`config.mk`:
```
export PLATFORM = sky130hd
export DESIGN_NAME = timer_alarm_register_device
export DESIGN_NICKNAME = d
export VERILOG_FILES = /design/src/sv/tad_pkg.sv /design/src/sv/tad_div.sv /design/src/sv/tad_mul.sv /design/src/sv/timer_alarm_register_device.sv
export SDC_FILE = /design/constraint.sdc
export NUM_CORES = 2
export LEC_CHECK = 0
export BUFFER_PORTS_ARGS = -buffer_cell sky130_fd_sc_hd__buf_4
export CELL_PAD_IN_SITES_DETAIL_PLACEMENT = 1
export CELL_PAD_IN_SITES_GLOBAL_PLACEMENT = 2
export CORE_MARGIN = 2
export CORE_UTILIZATION = 35
export CTS_BUF_LIST = sky130_fd_sc_hd__clkbuf_2
export CTS_CLUSTER_SIZE = 30
export DETAILED_ROUTE_END_ITERATION = 10
export PLACE_DENSITY = 0.73
export SLEW_MARGIN = 40
export SYNTH_ARGS = -nofsm -noshare
export SYNTH_HDL_FRONTEND = slang
export SYNTH_SLANG_ARGS = --single-unit
```
`constraint.sdc`:
```
create_clock -name clk_i -period 6.08 [get_ports clk_i]
set_clock_uncertainty 0.2 [all_clocks]
set_input_delay 0.304 -clock clk_i [delete_from_list [all_inputs] [get_ports clk_i]]
set_output_delay 0.304 -clock clk_i [all_outputs]
set_load 0.05 [all_outputs]
```
`src/sv/tad_pkg.sv`:
```
// Shared constants, codes and types of the timer alarm register device.
`default_nettype none
package tad_pkg;

  // Operation codes of one input word
  typedef enum logic [1:0] {
    OP_TICK  = 2'd0,
    OP_READ  = 2'd1,
    OP_WRITE = 2'd2,
    OP_NONE  = 2'd3
  } op_e;

  // Register byte offsets
  localparam logic [5:0] OFF_CYC_LO = 6'h00;
  localparam logic [5:0] OFF_CYC_HI = 6'h04;
  localparam logic [5:0] OFF_CD     = 6'h08;
  localparam logic [5:0] OFF_CD_CTL = 6'h0C;
  localparam logic [5:0] OFF_NS_LO  = 6'h10;
  localparam logic [5:0] OFF_NS_HI  = 6'h14;
  localparam logic [5:0] OFF_MS     = 6'h18;
  localparam logic [5:0] OFF_RTC    = 6'h1C;
  localparam logic [5:0] OFF_AL_LO  = 6'h20;
  localparam logic [5:0] OFF_AL_HI  = 6'h24;
  localparam logic [5:0] OFF_HZ     = 6'h28;

  // Configuration register indexes
  localparam logic [1:0] CFG_CPU_HZ = 2'd0;
  localparam logic [1:0] CFG_RTC    = 2'd1;

  localparam logic [31:0] CPU_HZ_RESET = 32'd100000000;
  localparam logic [31:0] NS_PER_SEC   = 32'd1000000000;
  localparam logic [31:0] NS_PER_MS    = 32'd1000000;
  localparam logic [63:0] NS_ROUND     = 64'd999999999;
  localparam logic [31:0] WORD_MAX     = 32'hFFFFFFFF;

  // Status of a serial arithmetic unit
  typedef struct packed {
    logic busy;
    logic done;
  } unit_sts_t;

endpackage
`default_nettype wire

```
`src/sv/tad_div.sv`:
```
// Bit-serial restoring divider, 64-bit dividend by 32-bit divisor, one quotient bit a cycle.
`default_nettype none
module tad_div import tad_pkg::*; (
  input  wire logic        clk_i,
  input  wire logic        rst_ni,
  input  wire logic        start_i,
  input  wire logic [63:0] dividend_i,
  input  wire logic [31:0] divisor_i,
  output logic      [63:0] quo_o,
  output logic      [31:0] rem_o,
  output unit_sts_t        sts_o
);

  logic [63:0] quo_q;
  logic [31:0] rem_q;
  logic [31:0] dsr_q;
  logic [5:0]  cnt_q;
  logic        busy_q;
  logic        done_q;

  // One step: shift in the next dividend bit, subtract when it fits
  logic [32:0] trial;
  logic [32:0] diff;
  logic        fits;
  assign trial = {rem_q, quo_q[63]};
  assign diff  = trial - {1'b0, dsr_q};
  assign fits  = trial >= {1'b0, dsr_q};

  // Control
  always_ff @(posedge clk_i or negedge rst_ni) begin
    if (!rst_ni) begin
      busy_q <= 1'b0;
      done_q <= 1'b0;
      cnt_q  <= '0;
    end else begin
      done_q <= 1'b0;
      if (start_i) begin
        busy_q <= 1'b1;
        cnt_q  <= '0;
      end else if (busy_q) begin
        cnt_q <= cnt_q + 6'd1;
        if (cnt_q == 6'd63) begin
          busy_q <= 1'b0;
          done_q <= 1'b1;
        end
      end
    end
  end

  // Shift registers
  always_ff @(posedge clk_i) begin
    if (start_i) begin
      quo_q <= dividend_i;
      rem_q <= '0;
      dsr_q <= divisor_i;
    end else if (busy_q) begin
      quo_q <= {quo_q[62:0], fits};
      rem_q <= fits ? diff[31:0] : trial[31:0];
    end
  end

  assign quo_o      = quo_q;
  assign rem_o      = rem_q;
  assign sts_o.busy = busy_q;
  assign sts_o.done = done_q;

endmodule
`default_nettype wire

```
`src/sv/tad_mul.sv`:
```
// Shift-add multiplier, 64 by 32 bits, one multiplier bit a cycle.
`default_nettype none
module tad_mul import tad_pkg::*; (
  input  wire logic        clk_i,
  input  wire logic        rst_ni,
  input  wire logic        start_i,
  input  wire logic [63:0] a_i,
  input  wire logic [31:0] b_i,
  output logic      [95:0] prod_o,
  output unit_sts_t        sts_o
);

  logic [63:0] a_q;
  logic [31:0] b_q;
  logic [95:0] acc_q;
  logic [4:0]  cnt_q;
  logic        busy_q;
  logic        done_q;

  // Add the multiplicand into the upper part, then shift right
  logic [64:0] sum;
  assign sum = {1'b0, acc_q[95:32]} + (b_q[0] ? {1'b0, a_q} : 65'd0);

  // Control
  always_ff @(posedge clk_i or negedge rst_ni) begin
    if (!rst_ni) begin
      busy_q <= 1'b0;
      done_q <= 1'b0;
      cnt_q  <= '0;
    end else begin
      done_q <= 1'b0;
      if (start_i) begin
        busy_q <= 1'b1;
        cnt_q  <= '0;
      end else if (busy_q) begin
        cnt_q <= cnt_q + 5'd1;
        if (cnt_q == 5'd31) begin
          busy_q <= 1'b0;
          done_q <= 1'b1;
        end
      end
    end
  end

  // Shift registers
  always_ff @(posedge clk_i) begin
    if (start_i) begin
      a_q   <= a_i;
      b_q   <= b_i;
      acc_q <= '0;
    end else if (busy_q) begin
      b_q   <= {1'b0, b_q[31:1]};
      acc_q <= {sum, acc_q[31:1]};
    end
  end

  assign prod_o     = acc_q;
  assign sts_o.busy = busy_q;
  assign sts_o.done = done_q;

endmodule
`default_nettype wire

```
`src/sv/timer_alarm_register_device.sv`:
```
// Top level of the timer alarm register device: registers, tick logic and sequencer.
//
//   channel | direction | handshake                  | payload
//   in      | in        | in_valid_i / in_ready_o    | op_i, reg_offset_i, write_data_i
//   out     | out       | out_valid_o / out_ready_i  | read_data_o, countdown_irq_o, alarm_irq_o
//   cfg     | in        | cfg_valid_i / cfg_ready_o  | cfg_index_i, cfg_data_i
//
// Ticks, plain register reads and writes put their result in the output register in the cycle after acceptance.
// Nanosecond reads take two divides and two multiplies, millisecond reads one more divide,
// seconds reads one divide, alarm arming up to four divides and four multiplies.
// The bit-serial divider and multiplier do this work; one word is in work at a time.
// Reset is asynchronous and clears the device state but loads the clock rate with CPU_HZ_RESET; cfg is always ready.
// A word is accepted only while idle and the output register is free or being drained.
`default_nettype none
module timer_alarm_register_device import tad_pkg::*; (
  input  wire logic        clk_i,
  input  wire logic        rst_ni,
  input  wire logic        in_valid_i,
  output logic             in_ready_o,
  input  wire logic [1:0]  op_i,
  input  wire logic [5:0]  reg_offset_i,
  input  wire logic [31:0] write_data_i,
  output logic             out_valid_o,
  input  wire logic        out_ready_i,
  output logic      [31:0] read_data_o,
  output logic             countdown_irq_o,
  output logic             alarm_irq_o,
  input  wire logic        cfg_valid_i,
  output logic             cfg_ready_o,
  input  wire logic [1:0]  cfg_index_i,
  input  wire logic [31:0] cfg_data_i
);

  typedef enum logic [3:0] {
    S_IDLE, S_D1, S_M1, S_M2, S_D2, S_D3, S_D4, S_M4, S_M3, S_D5
  } state_e;

  state_e      state_q;
  logic        go_q;
  logic [31:0] cpu_hz_q;
  logic [31:0] rtc_q;
  logic [63:0] cc_q;
  logic [63:0] cd_deadline_q;
  logic [31:0] cd_period_q;
  logic        periodic_q;
  logic [31:0] cyc_hi_q;
  logic [31:0] ns_hi_q;
  logic [63:0] alarm_inst_q;
  logic [31:0] alarm_lo_q;
  logic [63:0] alarm_cyc_q;
  logic [63:0] acc_q;
  logic [63:0] inst_q;
  logic        ovf_q;
  logic [5:0]  off_q;
  logic        out_valid_q;
  logic [31:0] rdata_q;
  logic        cirq_q;
  logic        airq_q;

  // Serial units
  logic        div_start;
  logic [63:0] div_dvd;
  logic [31:0] div_dsr;
  logic [63:0] div_quo;
  logic [31:0] div_rem;
  unit_sts_t   div_sts;
  logic        mul_start;
  logic [63:0] mul_a;
  logic [31:0] mul_b;
  logic [95:0] mul_prod;
  unit_sts_t   mul_sts;

  logic in_div_state;
  logic in_mul_state;
  assign in_div_state = (state_q == S_D1) || (state_q == S_D2) || (state_q == S_D3) ||
                        (state_q == S_D4) || (state_q == S_D5);
  assign in_mul_state = (state_q == S_M1) || (state_q == S_M2) || (state_q == S_M3) ||
                        (state_q == S_M4);
  assign div_start = go_q && in_div_state;
  assign mul_start = go_q && in_mul_state;

  logic [31:0] hz_eff;
  assign hz_eff = (cpu_hz_q == 32'd0) ? 32'd1 : cpu_hz_q;

  // Divider operands
  always_comb begin
    case (state_q)
      S_D2: begin
        div_dvd = mul_prod[63:0];
        div_dsr = hz_eff;
      end
      S_D3: begin
        div_dvd = acc_q;
        div_dsr = NS_PER_MS;
      end
      S_D4: begin
        div_dvd = inst_q;
        div_dsr = NS_PER_SEC;
      end
      S_D5: begin
        div_dvd = mul_prod[63:0] + NS_ROUND;
        div_dsr = NS_PER_SEC;
      end
      default: begin
        div_dvd = cc_q;
        div_dsr = hz_eff;
      end
    endcase
  end

  // Multiplier operands
  always_comb begin
    case (state_q)
      S_M2: begin
        mul_a = {32'd0, div_rem};
        mul_b = NS_PER_SEC;
      end
      S_M3: begin
        mul_a = {32'd0, div_rem};
        mul_b = hz_eff;
      end
      S_M4: begin
        mul_a = div_quo;
        mul_b = hz_eff;
      end
      default: begin
        mul_a = div_quo;
        mul_b = NS_PER_SEC;
      end
    endcase
  end

  tad_div u_div (
    .clk_i      (clk_i),
    .rst_ni     (rst_ni),
    .start_i    (div_start),
    .dividend_i (div_dvd),
    .divisor_i  (div_dsr),
    .quo_o      (div_quo),
    .rem_o      (div_rem),
    .sts_o      (div_sts)
  );

  tad_mul u_mul (
    .clk_i   (clk_i),
    .rst_ni  (rst_ni),
    .start_i (mul_start),
    .a_i     (mul_a),
    .b_i     (mul_b),
    .prod_o  (mul_prod),
    .sts_o   (mul_sts)
  );

  // Handshakes
  logic in_acc;
  assign in_ready_o  = (state_q == S_IDLE) && (!out_valid_q || out_ready_i);
  assign in_acc      = in_valid_i && in_ready_o;
  assign cfg_ready_o = 1'b1;

  // Tick logic
  logic [63:0] cc_inc;
  logic        cd_hit;
  logic        al_hit;
  logic [63:0] cd_next;
  assign cc_inc  = cc_q + 64'd1;
  assign cd_hit  = (cd_deadline_q != 64'd0) && (cc_inc >= cd_deadline_q);
  assign al_hit  = (alarm_inst_q != 64'd0) && (cc_inc >= alarm_cyc_q);
  assign cd_next = (periodic_q && (cd_period_q != 32'd0)) ?
                   cd_deadline_q + {32'd0, cd_period_q} : 64'd0;

  // Countdown read: cycles left, saturated
  logic [63:0] cd_left;
  logic [31:0] cd_read;
  assign cd_left = (cd_deadline_q > cc_q) ? cd_deadline_q - cc_q : 64'd1;
  assign cd_read = (cd_deadline_q == 64'd0) ? 32'd0 :
                   ((cd_left[63:32] != 32'd0) ? WORD_MAX : cd_left[31:0]);

  // Immediate read mux
  logic [31:0] rd_now;
  always_comb begin
    case (reg_offset_i)
      OFF_CYC_LO: rd_now = cc_q[31:0];
      OFF_CYC_HI: rd_now = cyc_hi_q;
      OFF_CD:     rd_now = cd_read;
      OFF_CD_CTL: rd_now = {31'd0, periodic_q};
      OFF_NS_HI:  rd_now = ns_hi_q;
      OFF_AL_LO:  rd_now = alarm_inst_q[31:0];
      OFF_AL_HI:  rd_now = alarm_inst_q[63:32];
      OFF_HZ:     rd_now = cpu_hz_q;
      default:    rd_now = 32'd0;
    endcase
  end

  logic        slow_read;
  logic [63:0] wr_inst;
  logic [63:0] nanos;
  logic [64:0] fc_sum;
  logic        fc_sat;
  assign slow_read = (reg_offset_i == OFF_NS_LO) || (reg_offset_i == OFF_MS) ||
                     (reg_offset_i == OFF_RTC);
  assign wr_inst   = {write_data_i, alarm_lo_q};
  assign nanos     = acc_q + div_quo;
  assign fc_sum    = {1'b0, acc_q} + {1'b0, div_quo};
  assign fc_sat    = ovf_q || fc_sum[64];

  // Sequencer, device state and output register
  always_ff @(posedge clk_i or negedge rst_ni) begin
    if (!rst_ni) begin
      state_q       <= S_IDLE;
      go_q          <= 1'b0;
      cpu_hz_q      <= CPU_HZ_RESET;
      rtc_q         <= '0;
      cc_q          <= '0;
      cd_deadline_q <= '0;
      cd_period_q   <= '0;
      periodic_q    <= 1'b0;
      cyc_hi_q      <= '0;
      ns_hi_q       <= '0;
      alarm_inst_q  <= '0;
      alarm_lo_q    <= '0;
      alarm_cyc_q   <= '0;
      acc_q         <= '0;
      inst_q        <= '0;
      ovf_q         <= 1'b0;
      off_q         <= '0;
      out_valid_q   <= 1'b0;
      rdata_q       <= '0;
      cirq_q        <= 1'b0;
      airq_q        <= 1'b0;
    end else begin
      if (cfg_valid_i) begin
        if (cfg_index_i == CFG_CPU_HZ) begin
          cpu_hz_q <= cfg_data_i;
        end else if (cfg_index_i == CFG_RTC) begin
          rtc_q <= cfg_data_i;
        end
      end
      if (out_valid_q && out_ready_i) begin
        out_valid_q <= 1'b0;
      end
      case (state_q)
        S_IDLE: begin
          if (in_acc) begin
            out_valid_q <= 1'b1;
            rdata_q     <= 32'd0;
            cirq_q      <= 1'b0;
            airq_q      <= 1'b0;
            off_q       <= reg_offset_i;
            case (op_e'(op_i))
              OP_TICK: begin
                cc_q <= cc_inc;
                if (cd_hit) begin
                  cirq_q        <= 1'b1;
                  cd_deadline_q <= cd_next;
                end
                if (al_hit) begin
                  airq_q       <= 1'b1;
                  alarm_inst_q <= '0;
                end
              end
              OP_READ: begin
                if (slow_read) begin
                  out_valid_q <= 1'b0;
                  state_q     <= S_D1;
                  go_q        <= 1'b1;
                end else begin
                  rdata_q <= rd_now;
                  if (reg_offset_i == OFF_CYC_LO) begin
                    cyc_hi_q <= cc_q[63:32];
                  end
                end
              end
              OP_WRITE: begin
                case (reg_offset_i)
                  OFF_CD: begin
                    cd_period_q   <= write_data_i;
                    cd_deadline_q <= (write_data_i != 32'd0) ?
                                     cc_q + {32'd0, write_data_i} : 64'd0;
                  end
                  OFF_CD_CTL: periodic_q <= write_data_i[0];
                  OFF_AL_LO:  alarm_lo_q <= write_data_i;
                  OFF_AL_HI: begin
                    alarm_lo_q <= '0;
                    inst_q     <= wr_inst;
                    if (wr_inst == 64'd0) begin
                      alarm_inst_q <= '0;
                    end else begin
                      out_valid_q <= 1'b0;
                      state_q     <= S_D1;
                      go_q        <= 1'b1;
                    end
                  end
                  default: ;
                endcase
              end
              default: ;
            endcase
          end
        end
        // cycles / clock
        S_D1: begin
          if (go_q) begin
            go_q <= 1'b0;
          end else if (div_sts.done) begin
            if (off_q == OFF_RTC) begin
              out_valid_q <= 1'b1;
              rdata_q     <= rtc_q + div_quo[31:0];
              state_q     <= S_IDLE;
            end else begin
              state_q <= S_M1;
              go_q    <= 1'b1;
            end
          end
        end
        // whole seconds in nanoseconds
        S_M1: begin
          if (go_q) begin
            go_q <= 1'b0;
          end else if (mul_sts.done) begin
            acc_q   <= mul_prod[63:0];
            state_q <= S_M2;
            go_q    <= 1'b1;
          end
        end
        // remainder cycles in nanoseconds
        S_M2: begin
          if (go_q) begin
            go_q <= 1'b0;
          end else if (mul_sts.done) begin
            state_q <= S_D2;
            go_q    <= 1'b1;
          end
        end
        // fraction, then nanoseconds are ready
        S_D2: begin
          if (go_q) begin
            go_q <= 1'b0;
          end else if (div_sts.done) begin
            if (off_q == OFF_NS_LO) begin
              ns_hi_q     <= nanos[63:32];
              out_valid_q <= 1'b1;
              rdata_q     <= nanos[31:0];
              state_q     <= S_IDLE;
            end else if (off_q == OFF_MS) begin
              acc_q   <= nanos;
              state_q <= S_D3;
              go_q    <= 1'b1;
            end else if (nanos >= inst_q) begin
              alarm_inst_q <= '0;
              out_valid_q  <= 1'b1;
              airq_q       <= 1'b1;
              state_q      <= S_IDLE;
            end else begin
              state_q <= S_D4;
              go_q    <= 1'b1;
            end
          end
        end
        // milliseconds
        S_D3: begin
          if (go_q) begin
            go_q <= 1'b0;
          end else if (div_sts.done) begin
            out_valid_q <= 1'b1;
            rdata_q     <= div_quo[31:0];
            state_q     <= S_IDLE;
          end
        end
        // instant split into seconds and nanoseconds
        S_D4: begin
          if (go_q) begin
            go_q <= 1'b0;
          end else if (div_sts.done) begin
            state_q <= S_M4;
            go_q    <= 1'b1;
          end
        end
        // whole seconds in cycles, with overflow
        S_M4: begin
          if (go_q) begin
            go_q <= 1'b0;
          end else if (mul_sts.done) begin
            acc_q   <= mul_prod[63:0];
            ovf_q   <= (mul_prod[95:64] != 32'd0);
            state_q <= S_M3;
            go_q    <= 1'b1;
          end
        end
        // nanoseconds times clock
        S_M3: begin
          if (go_q) begin
            go_q <= 1'b0;
          end else if (mul_sts.done) begin
            state_q <= S_D5;
            go_q    <= 1'b1;
          end
        end
        // rounded-up fraction cycles, then arm
        S_D5: begin
          if (go_q) begin
            go_q <= 1'b0;
          end else if (div_sts.done) begin
            alarm_inst_q <= inst_q;
            alarm_cyc_q  <= fc_sat ? {64{1'b1}} : fc_sum[63:0];
            out_valid_q  <= 1'b1;
            state_q      <= S_IDLE;
          end
        end
        default: state_q <= S_IDLE;
      endcase
    end
  end

  assign out_valid_o     = out_valid_q;
  assign read_data_o     = rdata_q;
  assign countdown_irq_o = cirq_q;
  assign alarm_irq_o     = airq_q;

  // Checks
  a_units_exclusive: assert property (@(posedge clk_i) disable iff (!rst_ni)
    !(div_sts.busy && mul_sts.busy))
    else $error("divider and multiplier busy together");

  a_no_accept_busy: assert property (@(posedge clk_i) disable iff (!rst_ni)
    (state_q != S_IDLE) |-> !in_ready_o)
    else $error("input ready while a word is in work");

  a_div_done_state: assert property (@(posedge clk_i) disable iff (!rst_ni)
    div_sts.done |-> in_div_state)
    else $error("divider finished outside a divide step");

  a_mul_done_state: assert property (@(posedge clk_i) disable iff (!rst_ni)
    mul_sts.done |-> in_mul_state)
    else $error("multiplier finished outside a multiply step");

  a_alarm_cleared: assert property (@(posedge clk_i) disable iff (!rst_ni)
    (in_acc && (op_i == OP_TICK) && al_hit) |=> (alarm_inst_q == 64'd0))
    else $error("alarm still armed after firing");

endmodule
`default_nettype wire
```
## Word-level counts from Yosys, hierarchy flattened

Cells that the tools add are included.

- Register bits: 959
- Bits in latches: 0
- Bits in writable memories: 0
- Memory bits (read-only): 0
- Input port bits: 79
- Output and inout bits: 37
- Word-level logic and storage cells: 328
- Memories kept: 0

- Add/sub/neg operators: 12
- Multiply operators: 0
- Divide/modulo/power cells: 0
- Order comparisons: 5
- Eq/ne operators: 65
- Shifts and indexed selects: 0
- Muxes and demuxes: 142
- Bitwise logic cells: 3
- Reductions and logical operators: 67

Operators by type and width:

| kind | number |
|---|---|
| $mux W64 | 26 |
| $mux W32 | 19 |
| $pmux W64 S2 | 3 |
| $pmux W32 S8 | 1 |
| $pmux W64 S4 | 1 |
| $ge A64 B64 Y1 | 3 |
| $pmux W64 S3 | 1 |
| $add A64 B32 Y64 | 2 |
| $logic_not A64 Y1 | 2 |
| $pmux W32 S2 | 2 |
| $pmux W32 S4 | 1 |
| $reduce_bool A32 Y1 | 4 |
| $reduce_bool A64 Y1 | 2 |
| $mux W4 | 20 |
| $add A64 B64 Y65 | 1 |
| $add A64 B65 Y65 | 1 |
| $add A64 B1 Y64 const B | 1 |
| $add A64 B30 Y64 const B | 1 |
| $add A64 B64 Y64 | 1 |
| $gt A64 B64 Y1 | 1 |
| $sub A64 B64 Y64 | 1 |
| $mux W1 | 53 |
| $eq A6 B5 Y1 const B | 7 |
| $pmux W4 S9 | 1 |
| other kinds (50) | 139 |

## Longest topological paths before layout

- Word-level depth: 10
- Depth in mapped cells: 29
- Depth with buffers taken out: 28

## Modules after synthesis

From an unflattened synthesis, not the netlist that was laid out.

- Cell total of the unflattened synthesis: 7,719
- Area, all modules: 69,153.8 sq um

By module, submodules not included:

| module | times used | cells an instance | area an instance (sq um) | sequential area each (sq um) |
|---|---|---|---|---|
| timer_alarm_register_device | 1 | 5,970 | 50,611.0 | 15,630.0 |
| tad_mul | 1 | 1,119 | 11,197.0 | 4,979.8 |
| tad_div | 1 | 630 | 7,345.8 | 3,723.6 |

## Worst setup path before layout

Ideal clock, no wire load.

- Path kind: reg-to-reg
- From: register u_div.quo_q[1], in the netlist u_div.quo_o[1]
- To: register alarm_inst_q[10]
- Setup time: 0.079 ns
- Arrival time: 5.993 ns
- Data required time: 5.801 ns
- Path slack: -0.193 ns
- Cell stages (with the launch flop): 28
- Buffers on the path: 2
- Period minus slack after synthesis: 6.273 ns
- Cells stage by stage: edfxtp_1 ha_1 a211oi_1 nor2_1 o211ai_1 a31oi_1 a31oi_1 o31ai_1 a31o_2 a21o_1 a21o_1 a21o_1 xor2_1 ha_1 a21o_1 a21o_1 a21o_1 a21o_1 a21o_1 a21o_1 a221oi_1 o211ai_1 a221oi_1 o21ai_0 o211ai_1 buf_1 buf_2 mux2i_1

- Cells in the longest elaborated chain, start to end: 4

Ends and longest elaborated chain:

| item | RTL line | text |
|---|---|---|
| from (decl) | tad_div.sv:14 | `logic [63:0] quo_q;` |
| from (signal assigned) | tad_div.sv:53 | `quo_q <= dividend_i;` |
| from (signal assigned) | tad_div.sv:57 | `quo_q <= {quo_q[62:0], fits};` |
| $add A64 B64 Y64 | timer_alarm_register_device.sv:202 | `assign nanos = acc_q + div_quo;` |
| $ge A64 B64 Y1 | timer_alarm_register_device.sv:348 | `end else if (nanos >= inst_q) begin` |
| $ne A2 B1 Y1 (no line) | - |  |
| $reduce_and A13 Y1 (no line) | - |  |
| to (signal assigned) | timer_alarm_register_device.sv:403 | `alarm_inst_q <= inst_q;` |
| to (decl) | timer_alarm_register_device.sv:48 | `logic [63:0] alarm_inst_q;` |

No other way between the ends.
A chain may end at the register's enable or synchronous reset.

## Final worst setup path

- From: register cc_q[18]
- To: register alarm_inst_q[56]

- Cells in the longest elaborated chain, start to end: 5

Ends and longest elaborated chain:

| item | RTL line | text |
|---|---|---|
| from (decl) | timer_alarm_register_device.sv:42 | `logic [63:0] cc_q;` |
| from (signal assigned) | timer_alarm_register_device.sv:251 | `cc_q <= cc_inc;` |
| $add A64 B1 Y64 | timer_alarm_register_device.sv:165 | `assign cc_inc = cc_q + 64'd1;` |
| via cc_inc[49] | timer_alarm_register_device.sv:161 | `logic [63:0] cc_inc;` |
| $ge A64 B64 Y1 | timer_alarm_register_device.sv:167 | `assign al_hit = (alarm_inst_q != 64'd0) && (cc_inc >= alarm_cyc_q);` |
| $logic_and A1 B1 Y1 | timer_alarm_register_device.sv:167 |  |
| $ne A3 B3 Y1 (no line) | - |  |
| $reduce_and A13 Y1 (no line) | - |  |

The timed path passes the listed nets, and every way through them passes these cells.

==> impl_metrics.tcl <==
set metrics [dict create \
    grt_pass1_vias 68000 \
    synth_nets 8268 \
    post-place-ws_ns -0.971 \
    grt-ovfl-total 0 \
    synth_cell_types 103 \
    synth_cells 7663 \
    fin_nets 9200 \
    synth_edf_count 192 \
    cellPowerDensity_nw_per_um2 484 \
    numCtsBuffers 309 \
    max_stage_delay_ns 0.38 \
    fmax_mhz 159 \
    clock_latency_ns 1.91 \
    cpMostUsedCell "a21o_1" \
    path_class "reg2reg" \
    syn_area_um2 67700 \
    synth.most_common_cell "nand2_1" \
    failed_checks "setup timing" \
    fin_ws_ns -0.206 \
    areaGrowthSynthToFinish_pct 21.2 \
    timing.rr.end "alarm_inst_q[56]" \
    start_util_pct 35.2 \
    final-max-slew-violation-count 0 \
    clk_pin_slew_ns 0.10 \
    post-route-period-util_pct 103 \
    drive_above_1_share_pct 18.0 \
    yosysTopAreaCell "dfrtp_1" \
    critPathLaunchType "register" \
    cp-startpoint "cc_q[18]" \
    syn_avg_cell_area_um2 8.84 \
    reg2reg_slack_ns -0.21 \
    htreeDepth 5 \
    routed_wl_um 340000 \
    ys_seq_area_share_pct 35.9 \
    finalSetupViolCount 67 \
    switchingPower_mw 20.1 \
    fill_cells 22500 \
    die_w_um 444 \
    cts.path.max_buffers 4 \
    hold_path_class "in2reg" \
    crit_end "alarm_inst_q[56]" \
    p_int_mw 19.7 \
    yosysWarnings 0 \
    p_leak_nw 37.6 \
    gp_congestion 0.974 \
    place_area_um2 74700 \
    grt_pass1_wl_um 483000 \
    irDropWorstVdd_mv 0.235 \
    final_hold_viol_count 0 \
    slowest_stage "dfrtp_1" \
    worst_pin_slew_ns 1.32 \
    rsz0062_at_grt "yes" \
    die_area_um2 197000 \
    ctsRootBufferMaster "clkbuf_2" \
    wl_per_cell_um 29.9 \
    cts_tree "done" \
    antenna_found_initial 23 \
    netlist.area_leader.share_pct 23.2 \
    ys_async_sr_fraction_pct 66.6 \
    first_iter_violations 6649 \
    period_minus_slack_ns 6.29 \
    dr_total_vias 67300 \
    synth_ff_type "dfrtp_1" \
    maxCapViolCount 0 \
    crit_path_end_kind "register" \
    power_mw 39.8 \
    core-area_um2 192000 \
    grt_start_max_net_pins 144 \
    r2r_cells 30 \
    ios 116 \
    worstPathArrival_ns 7.79 \
    reg2reg_from "cc_q[18]" \
    fp.dieH_um 444 \
    dp_hpwl_um 260000 \
    seq_power_share_pct 27.3 \
    hold_depth 6 \
    numClockSinks 959 \
    path_max_fanout 6 \
    p_comb_share_pct 59.0 \
    vias_per_cell 5.92 \
    max-slew-margin-rel_pct 11.7 \
    clkPwrFrac_pct 13.7 \
    gr-usage-all-layers_pct 33.5 \
    p_sw_share_pct 50.6 \
    rows 161 \
    synth_commonest_cells "739 x nand2_1, 627 x dfrtp_1, 553 x nor2_1, 519 x ha_1, 497 x o21ai_0" \
    drc 0 \
    io_buffers 114 \
    required_ns 7.58 \
    fin_area_um2 82100 \
    final_antenna_net_count 0 \
    drtPass1Iterations 8 \
    synthTopCellsByArea "dfrtp_1 23%, ha_1 9.6%, edfxtp_1 8.5%" \
    ys_ff_latch 959 \
    status "finished, violations left" \
]
-- through the flow --
| stage | utilization, % | hold WS (ns) | TNS, ns | instances |
|---|---|---|---|---|
| final | 42.7 | 0.0745 | -8.74 | 11400 |
| after global routing | 42.7 | -0.100 | -29.27 | 11400 |
| after CTS | 42.1 | 0.00138 | -5.38 | 11300 |
| after detailed placement | 38.8 | 0.202 | -80.34 | 10400 |
| after global placement | 38.8 | 0.198 | -65.48 | 10400 |
| after floorplan | - | -0.192 | 0 | 7663 |
-- metal layers --
layer / track usage [%] / share of wire, %
met1: 45.8 / 44
met2: 50.6 / 43
met3: 6.55 / 7.6
met4: 16.0 / 5.5
met5: 0 / 0.025
-- layout by cell type (no fill, tap or decap), drive strengths merged, types with 120 or more instances in the layout --
cell	Yosys	layout
a21o	280	280
a21oi	493	493
a31oi	125	125
buf	58	704
clkbuf	323	453
dfrtp	627	627
dfxtp	128	128
dlygate4sd3	0	290
edfxtp	192	192
ha	519	519
inv	461	465
mux2	194	194
mux2i	202	202
nand2	739	739
nand3	132	132
nand4	136	136
nor2	555	555
nor3	120	120
o21ai	545	545
xnor2	339	339
-- sequential cells by signal (all words and copies together), names as in the netlist, 32 cells and up --
signal,flops
acc_q,64
alarm_cyc_q,64
alarm_inst_q,64
alarm_lo_q,32
cc_q,64
cd_deadline_q,64
cd_period_q,32
cpu_hz_q,32
cyc_hi_q,32
inst_q,64
ns_hi_q,32
read_data_o,32
rtc_q,32
u_div.dsr_q,32
u_div.quo_o,64
u_div.rem_o,32
u_mul.a_q,64
u_mul.b_q,32
u_mul.prod_o,96
-- how the worst min path moves through the flow --
| stage | start | slack, ns | end |
|---|---|---|---|
| finish | write_data_i[16] | 0.07 | inst_q[48] |
| global route | write_data_i[16] | -0.1 | inst_q[48] |
| CTS | write_data_i[7] | 0.001 | alarm_lo_q[7] |
| detailed placement | rst_ni | 0.20 | cd_period_q[0] |
| global placement | rst_ni | 0.20 | cd_period_q[1] |
| floorplan | rst_ni | -0.19 | acc_q[0] |
-- worst max-delay path, delay by kind of cell, from the launching register on --
family | cells | cell delay (ns)
AOI/OAI and AO/OA | 12 | 2.01
xor gates and xnor gates | 1 | 0.16
adders and majority gates | 1 | 0.27
buffers and inverters | 5 | 0.79
DFF | 1 | 0.38
muxes | 1 | 0.18
and+or+nand+nor | 10 | 2.14
-- power by group through the flow --
stage          Combinational, mW  Clock [mW]  Sequential [mW]
6_report                    23.5        5.43             10.9
5_1_grt                     25.2        5.89             11.0
4_1_cts                     22.7        5.57             10.8
3_5_place_dp                22.0           0             10.9
3_3_place_gp                21.7           0             10.8
2_1_floorplan               13.1           0             10.1
-- cell type report --
| class | instances | area (um^2) | share of cell area, % |
|---|---|---|---|
| repair buffers | 1002 | 8970 | 10.9 |
| inverters | 467 | 1760 | 2.14 |
| clock inverters | 85 | 422 | 0.513 |
| diodes | 25 | 62.6 | 0.0762 |
| well taps | 2526 | 3160 | 3.85 |
| flip-flops and latches | 959 | 24300 | 29.6 |
| clock buffers | 445 | 2230 | 2.71 |
| multi-input cells | 5856 | 41200 | 50.1 |
-- timing repair --
item                                    in CTS  in global routing
pin swaps                                   68                 90
gates resized for setup                     93                143
hold buffers                               293                  1
gates cloned                                 2                  7
endpoints found under the setup margin     133                134
buffers inserted                            30                 36
hold endpoints to repair                  1103                  4
-- kinds of logic after synthesis --
logic type	after synthesis	synth area share, %
buf+inv	848	4.77
fa+ha+maj	526	9.79
flops	959	35.9
xor+xnor	455	5.88
other cells	1	0.00554
mux	396	6.21
compound gates	2239	21.8
simple gates	2239	15.7
No activity file was read; power rests on OpenSTA's default activity.
